File: src/sv/uart8n1_pkg.sv
`timescale 1ns / 1ps
// Package of widths, phase codes, opcodes and register indexes for the 8N1 transceiver.
package uart8n1_pkg;

   localparam int PERIOD_WIDTH   = 20;
   localparam int RX_CNT_WIDTH   = PERIOD_WIDTH + 1;
   localparam int TIMEOUT_WIDTH  = 24;
   localparam int PRESCALE_WIDTH = 10;
   localparam int PHASE_WIDTH    = 4;
   localparam int BYTE_WIDTH     = 8;
   localparam int OP_WIDTH       = 2;
   localparam int APB_ADDR_WIDTH = 3;
   localparam int APB_DATA_WIDTH = 32;

   localparam logic [PERIOD_WIDTH-1:0]   BIT_PERIOD_RESET     = PERIOD_WIDTH'(6076);
   localparam logic [PRESCALE_WIDTH-1:0] TICKS_PER_USEC_RESET = PRESCALE_WIDTH'(1);

   localparam logic [OP_WIDTH-1:0] OP_TICK = 2'd0;
   localparam logic [OP_WIDTH-1:0] OP_SEND = 2'd1;
   localparam logic [OP_WIDTH-1:0] OP_RECV = 2'd2;

   localparam logic CSR_BIT_PERIOD     = 1'b0;
   localparam logic CSR_TICKS_PER_USEC = 1'b1;

   localparam logic [PHASE_WIDTH-1:0] TX_IDLE       = 4'd0;
   localparam logic [PHASE_WIDTH-1:0] TX_START      = 4'd1;
   localparam logic [PHASE_WIDTH-1:0] TX_DATA_FIRST = 4'd2;
   localparam logic [PHASE_WIDTH-1:0] TX_DATA_LAST  = 4'd9;
   localparam logic [PHASE_WIDTH-1:0] TX_STOP       = 4'd10;

   localparam logic [PHASE_WIDTH-1:0] RX_IDLE         = 4'd0;
   localparam logic [PHASE_WIDTH-1:0] RX_WAIT_START   = 4'd1;
   localparam logic [PHASE_WIDTH-1:0] RX_SAMPLE_FIRST = 4'd2;
   localparam logic [PHASE_WIDTH-1:0] RX_SAMPLE_LAST  = 4'd9;
   localparam logic [PHASE_WIDTH-1:0] RX_HALF_BIT     = 4'd10;
   localparam logic [PHASE_WIDTH-1:0] RX_WAIT_HIGH    = 4'd11;

endpackage

File: src/sv/uart8n1_transceiver_top.sv
`timescale 1ns / 1ps
// Top level of the bit-timed 8N1 serial transmitter and receiver.
//
// Every request transaction is one tick of the serial bit timing and yields exactly one
// response transaction. The block takes one request per clock cycle: the transmitter and
// receiver state advance in the cycle a request is accepted and the response is held in an
// output register, so a request is taken whenever that register is empty or being drained.
// The transmitter sends a low start bit, eight data bits LSB first and a high stop bit, each
// bit_period ticks long. The receiver waits up to req_wait_us microseconds (ticks_per_usec
// ticks each) for a low start level, samples at 1.5 bit periods and every bit period after,
// waits half a bit, then waits for a high level and reports the byte. A busy side ignores
// its start command. The registers are bit_period at byte address 0 and ticks_per_usec at
// byte address 4.
module uart_8n1_transceiver_top (
   input  logic                                   clock,
   input  logic                                   reset,
   input  logic                                   req_valid,
   output logic                                   req_ready,
   input  logic [uart8n1_pkg::OP_WIDTH-1:0]       req_opcode,
   input  logic [uart8n1_pkg::BYTE_WIDTH-1:0]     req_tx_byte,
   input  logic [uart8n1_pkg::TIMEOUT_WIDTH-1:0]  req_wait_us,
   input  logic                                   req_rx_level,
   output logic                                   rsp_valid,
   input  logic                                   rsp_ready,
   output logic                                   rsp_tx_line,
   output logic                                   rsp_tx_busy,
   output logic                                   rsp_rx_busy,
   output logic                                   rsp_rx_done,
   output logic                                   rsp_rx_timed_out,
   output logic [uart8n1_pkg::BYTE_WIDTH-1:0]     rsp_rx_byte,
   input  logic                                   psel,
   input  logic                                   penable,
   input  logic                                   pwrite,
   input  logic [uart8n1_pkg::APB_ADDR_WIDTH-1:0] paddr,
   input  logic [uart8n1_pkg::APB_DATA_WIDTH-1:0] pwdata,
   output logic [uart8n1_pkg::APB_DATA_WIDTH-1:0] prdata,
   output logic                                   pready
);

   logic [uart8n1_pkg::PERIOD_WIDTH-1:0]   bit_period_ff;
   logic [uart8n1_pkg::PRESCALE_WIDTH-1:0] ticks_per_usec_ff;

   logic [uart8n1_pkg::PHASE_WIDTH-1:0]    tx_phase_ff, tx_phase_in;
   logic [uart8n1_pkg::BYTE_WIDTH-1:0]     tx_shift_ff, tx_shift_in;
   logic [uart8n1_pkg::PERIOD_WIDTH-1:0]   tx_count_ff, tx_count_in;
   logic [uart8n1_pkg::PHASE_WIDTH-1:0]    rx_phase_ff, rx_phase_in;
   logic [uart8n1_pkg::BYTE_WIDTH-1:0]     rx_shift_ff, rx_shift_in;
   logic [uart8n1_pkg::RX_CNT_WIDTH-1:0]   rx_count_ff, rx_count_in;
   logic [uart8n1_pkg::PRESCALE_WIDTH-1:0] usec_prescale_ff, usec_prescale_in;
   logic [uart8n1_pkg::TIMEOUT_WIDTH-1:0]  usec_elapsed_ff, usec_elapsed_in;
   logic [uart8n1_pkg::TIMEOUT_WIDTH-1:0]  timeout_limit_ff, timeout_limit_in;

   logic                                   rsp_valid_ff;
   logic                                   rsp_tx_line_ff, rsp_tx_line_in;
   logic                                   rsp_tx_busy_ff, rsp_tx_busy_in;
   logic                                   rsp_rx_busy_ff, rsp_rx_busy_in;
   logic                                   rsp_rx_done_ff, rsp_rx_done_in;
   logic                                   rsp_rx_timed_out_ff, rsp_rx_timed_out_in;
   logic [uart8n1_pkg::BYTE_WIDTH-1:0]     rsp_rx_byte_ff, rsp_rx_byte_in;

   logic                                   req_accept;
   logic                                   csr_write;
   logic                                   csr_index;
   logic [uart8n1_pkg::PERIOD_WIDTH-1:0]   half_period;
   logic [uart8n1_pkg::RX_CNT_WIDTH-1:0]   first_wait;

   assign req_ready  = !rsp_valid_ff || rsp_ready;
   assign req_accept = req_valid && req_ready;
   assign pready     = 1'b1;
   assign csr_index  = paddr[2];
   assign csr_write  = psel && penable && pwrite && pready;

   assign half_period = bit_period_ff >> 1;
   assign first_wait  = {1'b0, bit_period_ff} + {1'b0, half_period};

   // register file
   always_ff @(posedge clock) begin
      if (reset) begin
         bit_period_ff     <= uart8n1_pkg::BIT_PERIOD_RESET;
         ticks_per_usec_ff <= uart8n1_pkg::TICKS_PER_USEC_RESET;
      end else if (csr_write) begin
         unique case (csr_index)
            uart8n1_pkg::CSR_BIT_PERIOD: begin
               bit_period_ff <= pwdata[uart8n1_pkg::PERIOD_WIDTH-1:0];
            end
            uart8n1_pkg::CSR_TICKS_PER_USEC: begin
               ticks_per_usec_ff <= pwdata[uart8n1_pkg::PRESCALE_WIDTH-1:0];
            end
            default: begin
            end
         endcase
      end
   end

   always_comb begin
      unique case (csr_index)
         uart8n1_pkg::CSR_BIT_PERIOD: begin
            prdata = uart8n1_pkg::APB_DATA_WIDTH'(bit_period_ff);
         end
         uart8n1_pkg::CSR_TICKS_PER_USEC: begin
            prdata = uart8n1_pkg::APB_DATA_WIDTH'(ticks_per_usec_ff);
         end
         default: begin
            prdata = '0;
         end
      endcase
   end

   // transmitter
   always_comb begin
      logic [uart8n1_pkg::PHASE_WIDTH-1:0]  ph;
      logic [uart8n1_pkg::BYTE_WIDTH-1:0]   sh;
      logic [uart8n1_pkg::PERIOD_WIDTH-1:0] cnt;
      ph             = tx_phase_ff;
      sh             = tx_shift_ff;
      cnt            = tx_count_ff;
      rsp_tx_line_in = 1'b1;
      rsp_tx_busy_in = 1'b0;
      if (req_opcode == uart8n1_pkg::OP_SEND && ph == uart8n1_pkg::TX_IDLE) begin
         ph  = uart8n1_pkg::TX_START;
         sh  = req_tx_byte;
         cnt = '0;
      end
      unique case (ph) inside
         uart8n1_pkg::TX_START,
         [uart8n1_pkg::TX_DATA_FIRST:uart8n1_pkg::TX_DATA_LAST],
         uart8n1_pkg::TX_STOP: begin
            rsp_tx_busy_in = 1'b1;
            if (ph == uart8n1_pkg::TX_START) begin
               rsp_tx_line_in = 1'b0;
            end else if (ph != uart8n1_pkg::TX_STOP) begin
               rsp_tx_line_in = sh[0];
            end
            cnt = cnt + 1'b1;
            if (cnt >= bit_period_ff) begin
               cnt = '0;
               if (ph != uart8n1_pkg::TX_START && ph != uart8n1_pkg::TX_STOP) begin
                  sh = sh >> 1;
               end
               ph = (ph == uart8n1_pkg::TX_STOP) ? uart8n1_pkg::TX_IDLE : ph + 1'b1;
            end
         end
         default: begin
            ph = uart8n1_pkg::TX_IDLE;
         end
      endcase
      tx_phase_in = ph;
      tx_shift_in = sh;
      tx_count_in = cnt;
   end

   // receiver
   always_comb begin
      logic [uart8n1_pkg::PHASE_WIDTH-1:0]    ph;
      logic [uart8n1_pkg::BYTE_WIDTH-1:0]     sh;
      logic [uart8n1_pkg::RX_CNT_WIDTH-1:0]   cnt;
      logic [uart8n1_pkg::PRESCALE_WIDTH-1:0] pre;
      logic [uart8n1_pkg::TIMEOUT_WIDTH-1:0]  elapsed;
      logic [uart8n1_pkg::TIMEOUT_WIDTH-1:0]  limit;
      logic [uart8n1_pkg::RX_CNT_WIDTH-1:0]   wait_len;
      logic                                   check;
      ph                  = rx_phase_ff;
      sh                  = rx_shift_ff;
      cnt                 = rx_count_ff;
      pre                 = usec_prescale_ff;
      elapsed             = usec_elapsed_ff;
      limit               = timeout_limit_ff;
      wait_len            = first_wait;
      check               = 1'b0;
      rsp_rx_busy_in      = 1'b0;
      rsp_rx_done_in      = 1'b0;
      rsp_rx_timed_out_in = 1'b0;
      rsp_rx_byte_in      = '0;
      if (req_opcode == uart8n1_pkg::OP_RECV && ph == uart8n1_pkg::RX_IDLE) begin
         ph      = uart8n1_pkg::RX_WAIT_START;
         limit   = req_wait_us;
         elapsed = '0;
         pre     = '0;
         sh      = '0;
         cnt     = '0;
      end
      unique case (ph) inside
         uart8n1_pkg::RX_WAIT_START: begin
            rsp_rx_busy_in = 1'b1;
            if (!req_rx_level) begin
               ph  = uart8n1_pkg::RX_SAMPLE_FIRST;
               cnt = '0;
            end else if (elapsed >= limit) begin
               rsp_rx_timed_out_in = 1'b1;
               ph                  = uart8n1_pkg::RX_IDLE;
            end else begin
               pre = pre + 1'b1;
               if (pre >= ticks_per_usec_ff) begin
                  pre = '0;
                  if (elapsed != '1) begin
                     elapsed = elapsed + 1'b1;
                  end
               end
            end
         end
         [uart8n1_pkg::RX_SAMPLE_FIRST:uart8n1_pkg::RX_SAMPLE_LAST]: begin
            rsp_rx_busy_in = 1'b1;
            if (ph != uart8n1_pkg::RX_SAMPLE_FIRST) begin
               wait_len = {1'b0, bit_period_ff};
            end
            cnt = cnt + 1'b1;
            if (cnt >= wait_len) begin
               cnt = '0;
               sh  = {req_rx_level, sh[uart8n1_pkg::BYTE_WIDTH-1:1]};
               ph  = ph + 1'b1;
            end
         end
         uart8n1_pkg::RX_HALF_BIT,
         uart8n1_pkg::RX_WAIT_HIGH: begin
            rsp_rx_busy_in = 1'b1;
            check          = (ph == uart8n1_pkg::RX_WAIT_HIGH);
            if (ph == uart8n1_pkg::RX_HALF_BIT) begin
               cnt = cnt + 1'b1;
               if (cnt >= {1'b0, half_period}) begin
                  cnt   = '0;
                  ph    = uart8n1_pkg::RX_WAIT_HIGH;
                  check = 1'b1;
               end
            end
            if (check && req_rx_level) begin
               rsp_rx_done_in = 1'b1;
               rsp_rx_byte_in = sh;
               ph             = uart8n1_pkg::RX_IDLE;
            end
         end
         default: begin
            ph = uart8n1_pkg::RX_IDLE;
         end
      endcase
      rx_phase_in      = ph;
      rx_shift_in      = sh;
      rx_count_in      = cnt;
      usec_prescale_in = pre;
      usec_elapsed_in  = elapsed;
      timeout_limit_in = limit;
   end

   // advance state on each accepted transaction
   always_ff @(posedge clock) begin
      if (reset) begin
         tx_phase_ff      <= uart8n1_pkg::TX_IDLE;
         tx_shift_ff      <= '0;
         tx_count_ff      <= '0;
         rx_phase_ff      <= uart8n1_pkg::RX_IDLE;
         rx_shift_ff      <= '0;
         rx_count_ff      <= '0;
         usec_prescale_ff <= '0;
         usec_elapsed_ff  <= '0;
         timeout_limit_ff <= '0;
      end else if (req_accept) begin
         tx_phase_ff      <= tx_phase_in;
         tx_shift_ff      <= tx_shift_in;
         tx_count_ff      <= tx_count_in;
         rx_phase_ff      <= rx_phase_in;
         rx_shift_ff      <= rx_shift_in;
         rx_count_ff      <= rx_count_in;
         usec_prescale_ff <= usec_prescale_in;
         usec_elapsed_ff  <= usec_elapsed_in;
         timeout_limit_ff <= timeout_limit_in;
      end
   end

   // response register
   always_ff @(posedge clock) begin
      if (reset) begin
         rsp_valid_ff <= 1'b0;
      end else if (req_accept) begin
         rsp_valid_ff <= 1'b1;
      end else if (rsp_ready) begin
         rsp_valid_ff <= 1'b0;
      end
   end

   always_ff @(posedge clock) begin
      if (req_accept) begin
         rsp_tx_line_ff      <= rsp_tx_line_in;
         rsp_tx_busy_ff      <= rsp_tx_busy_in;
         rsp_rx_busy_ff      <= rsp_rx_busy_in;
         rsp_rx_done_ff      <= rsp_rx_done_in;
         rsp_rx_timed_out_ff <= rsp_rx_timed_out_in;
         rsp_rx_byte_ff      <= rsp_rx_byte_in;
      end
   end

   assign rsp_valid        = rsp_valid_ff;
   assign rsp_tx_line      = rsp_tx_line_ff;
   assign rsp_tx_busy      = rsp_tx_busy_ff;
   assign rsp_rx_busy      = rsp_rx_busy_ff;
   assign rsp_rx_done      = rsp_rx_done_ff;
   assign rsp_rx_timed_out = rsp_rx_timed_out_ff;
   assign rsp_rx_byte      = rsp_rx_byte_ff;

   a_accept_gives_response: assert property (@(posedge clock) disable iff (reset)
      req_accept |=> rsp_valid_ff)
      else $error("accepted transaction produced no response");

   a_done_xor_timeout: assert property (@(posedge clock) disable iff (reset)
      rsp_valid_ff |-> !(rsp_rx_done_ff && rsp_rx_timed_out_ff))
      else $error("receive reported both completion and timeout");

   a_rx_report_busy: assert property (@(posedge clock) disable iff (reset)
      rsp_valid_ff && (rsp_rx_done_ff || rsp_rx_timed_out_ff) |-> rsp_rx_busy_ff)
      else $error("receive report without busy receiver");

   a_tx_idle_high: assert property (@(posedge clock) disable iff (reset)
      rsp_valid_ff && !rsp_tx_busy_ff |-> rsp_tx_line_ff)
      else $error("transmit line low while transmitter idle");

   a_phase_range: assert property (@(posedge clock) disable iff (reset)
      tx_phase_ff <= uart8n1_pkg::TX_STOP && rx_phase_ff <= uart8n1_pkg::RX_WAIT_HIGH)
      else $error("phase register outside its sequence");

endmodule
File: config.mk
export PLATFORM = sky130hd
export DESIGN_NAME = uart_8n1_transceiver_top
export DESIGN_NICKNAME = d
export VERILOG_FILES = /design/src/sv/uart8n1_pkg.sv /design/src/sv/uart8n1_transceiver_top.sv
export SDC_FILE = /design/constraint.sdc
export NUM_CORES = 1
export LEC_CHECK = 0
export BUFFER_PORTS_ARGS = -buffer_cell sky130_fd_sc_hd__buf_2
export CORE_UTILIZATION = 40
export DETAILED_ROUTE_END_ITERATION = 8
export PLACE_DENSITY_LB_ADDON = 0.3
export SYNTH_ARGS = -nofsm -noshare
export SYNTH_HDL_FRONTEND = slang
export SYNTH_SLANG_ARGS = --single-unit
File: constraint.sdc
create_clock -name clock -period 6.5 [get_ports clock]
set_input_delay 0.975 -clock clock [delete_from_list [all_inputs] [get_ports clock]]
set_output_delay 0.975 -clock clock [all_outputs]
set_load 0.02 [all_outputs]
==> summary.md <==
| Metric | Value |
|---|---|
| Simple-Gate Fraction of Synth Area | 25.0% |
| Initial Util | 40.8% |
| Fraction of layout cells with a size suffix above 1 | 10.8% |
| CTS max path bufs | 2 |
| Worst-path clk slew | 0.07 ns |
| Synth top area share | 25.4% |
| Fin crit share | 80.6% |
| Number of synthesized flops with an enable pin | 13 |
| HP Class | reg -> reg |
| Hold Buf Count CTS | 0 |
| Worst Setup End Kind | register |
| Overall routing resource usage | 20.9% |
| Worst slew pin tran | 1.06 ns |
| WP data required | 6.88 ns |
| Initial antenna violation count | 0 |
| DR pass1 iterations | 5 |
| Worst-Skew Late Latency | 0.44 ns |
| Count leader, synth | nand2_1 |
| Pleak | 5.53 nW |
| Drt drc | 0 |
| Final Max Slew Viols | 0 |
| CTS sink cnt | 167 |
| Post-cts sizing count | 0 |
| Sequential fraction of the synthesis area | 28.6% |
| Crit-path max FO | 17 |
| YS warnings | 0 |
| Fmax | 0.191 GHz |
| Grt total ovfl | 0 |
| CTS tree | yes |
| PD cells | 181 nW/um^2 |
| Routed Antenna Nets | 0 |
| Netlist Area Pre-Place | 12200 um^2 |
| WS Path Type | in -> reg |
| Status | finished clean |
| Area of the multi-input gates | 8040 um^2 |
| Most frequent cells after synthesis | 237 x nand2_1, 169 x a21oi_1, 154 x dfxtp_1 |
| Num rows | 63 |
| VDD IR max | 0.000163 V |
| Worst Path Arrival | 5.61 ns |
| Largest net degree at the start of global routing | 65 |
| Core Area | 29800 um^2 |
| Total die area | 31100 um^2 |
| Largest cells by area after synthesis | dfxtp_1 25%, ha_1 12%, nand2_1 7.3%, a21oi_1 7.0%, nor2_1 3.6% |
| Layout Nets | 1814 |
| Async S/R FF share, synth | 0% |
| Iter 0 DRT Violations | 773 |
| Final Hold Viols | 0 |
| Vias per std cell | 5.60 |
| Detailed Place HPWL | 22.9 mm |
| CTS root buf | clkbuf_16 |
| Total wire length | 32.0 mm |
| RSZ-0062 raised after global routing | no |
| Adder-cell share of the synthesized area | 12.3% |
| Post-synth cell types | 85 |
| Xor/xnor share of the synthesized area | 4.18% |
| Vias in the first global route | 10400 |
| P&R area growth vs syn | 10.9% |
| Die X | 176 um |
| Max_slew headroom | 29.0% |
| Setup crit start kind | input port |
| Area leader, netlist | dfxtp_1 |
| Hold Slack | 0.439 ns |
| Compound-Gate Fraction of Synth Area | 20.7% |
| Primary FF master, synth | dfxtp_1 |
| Total I/O pin count | 125 |
| Via count | 11300 |
| First-pass GRT wire length | 52.2 mm |
| Register area | 3470 um^2 |
| Syn Area/Cell | 7.75 um^2 |
| Antenna diodes | 0 |
| Largest family of logic cells by synthesized area | simple AND/OR/NAND/NOR gates |
| TritonCTS Buffers | 17 |
| Routability cong. | 0.863 |
| Number of max-cap violations | 0 |
| H-tree level count | 4 |
| Final setup violation count | 0 |
| Fillers | 2940 |
| Die H | 176 um |
| Yosys reg bits | 167 |
| Setup TNS | 0 ns |
| Mux cell area share after synthesis | 3.42% |
| I/O Buffers | 97 |
| Post-route minimum period | 5.24 ns |
| WL/cell | 15.8 um |
| Mapped Cells | 1569 |
| Clk_skew | 0.0127 ns |
| Setup Buffers After CTS | 0 |
[power by group]
| group | leakage, nW | internal [mW] | total, mW | switching [mW] |
|---|---|---|---|---|
| Combinational | 3.87 | 0.102 | 0.301 | 0.199 |
| Clock | 0.287 | 0.608 | 1.07 | 0.463 |
| Sequential | 1.37 | 1.05 | 1.07 | 0.0138 |
[through the flow]
step / power (mW) / setup slack [ns] / instance area, um^2 / cells / util, %
6_report: 2.44 / 1.26 / 13500 / 2021 / 45.2
5_1_grt: 2.53 / 0.967 / 13500 / 2021 / 45.2
4_1_cts: 2.46 / 1.31 / 13500 / 2021 / 45.2
3_5_place_dp: 1.39 / 0.852 / 12900 / 1989 / 43.2
3_3_place_gp: 1.39 / 0.887 / 12900 / 1989 / 43.2
2_1_floorplan: 1.30 / 1.07 / 12200 / 1580 / -
[sequential cells by signal, indices dropped and copies added (netlist names), 4 cells and up]
signal	cells
bit_period_ff	20
rsp_rx_byte	8
rx_count_ff	21
rx_phase_ff	4
rx_shift_ff	8
ticks_per_usec_ff	10
timeout_limit_ff	24
tx_count_ff	20
tx_phase_ff	4
tx_shift_ff	8
usec_elapsed_ff	24
usec_prescale_ff	10
[critical path: stages]
cell and delay (ns):
buf_2 0.10, nor2b_1 0.23, nand2_1 0.16, nand2_1 0.10, inv_1 0.12, ha_1 0.27
and4_1 0.35, nand2_1 0.10, nor3_1 0.41, nand2_1 0.13, xor2_1 0.16, nor2_1 0.26
ha_1 0.31, a21o_1 0.16, a221o_1 0.34, a21oi_1 0.32, nand4_2 0.25, o31ai_4 0.27
buf_4 0.27, a31o_2 0.19, a22o_1 0.12
[cell usage in the layout (no fill, tap or decap), drive strengths merged, types with 12 or more instances in the layout]
cell,count
nor2,119
mux2i,28
a32oi,15
nor3,32
nand3,74
nor4,13
o211ai,21
nand2,237
a31oi,12
and2,38
a21oi,169
nand2b,12
and3,21
edfxtp,13
dfxtp,154
o21ai,56
a21o,25
clkbuf,18
and4,12
nand4,27
xnor2,30
a22o,19
mux2,12
inv,64
conb,13
or3,12
xor2,28
buf,117
nor2b,15
ha,118
[area by class of cell]
| cell class | count | share of cell area (%) |
|---|---|---|
| Timing Repair Buffer | 117 | 4.73 |
| Clock buffer | 18 | 3.18 |
| Sequential cell | 167 | 25.8 |
| Tap cell | 390 | 3.62 |
| Multi-Input combinational cell | 1253 | 59.7 |
| Clock inverter | 14 | 1.29 |
| Inverter | 62 | 1.73 |
[per-layer routing]
metal	vias to the layer above	part of all wire (%)	GRT usage, %
met5	-	0	0
met1	5323	46	27.4
met3	35	4.5	3.38
met2	254	47	34.7
met4	0	2.0	6.74
li1	5714	-	-
[kinds of logic (layout without fill, tap and decap cells)]
family / after synthesis / in the layout
simple gates: 632 / 632
buf+inv: 160 / 211
flops: 167 / 167
xor+xnor: 58 / 58
fa+ha+maj: 119 / 119
mux: 40 / 40
other cells: 2 / 13
compound gates: 391 / 391
[final timing paths]
check / startpoint / endpoint / slack, ns / depth (start not counted)
max reg2reg: rx_phase_ff[2] / rx_count_ff[3] / 1.35 / 20
min reg2reg: tx_shift_ff[2] / tx_shift_ff[2] / 0.44 / 2
max: req_opcode[1] / rx_count_ff[3] / 1.26 / 21
min: tx_shift_ff[2] / tx_shift_ff[2] / 0.44 / 2
Note: power is estimated with default switching activity, not from simulation.
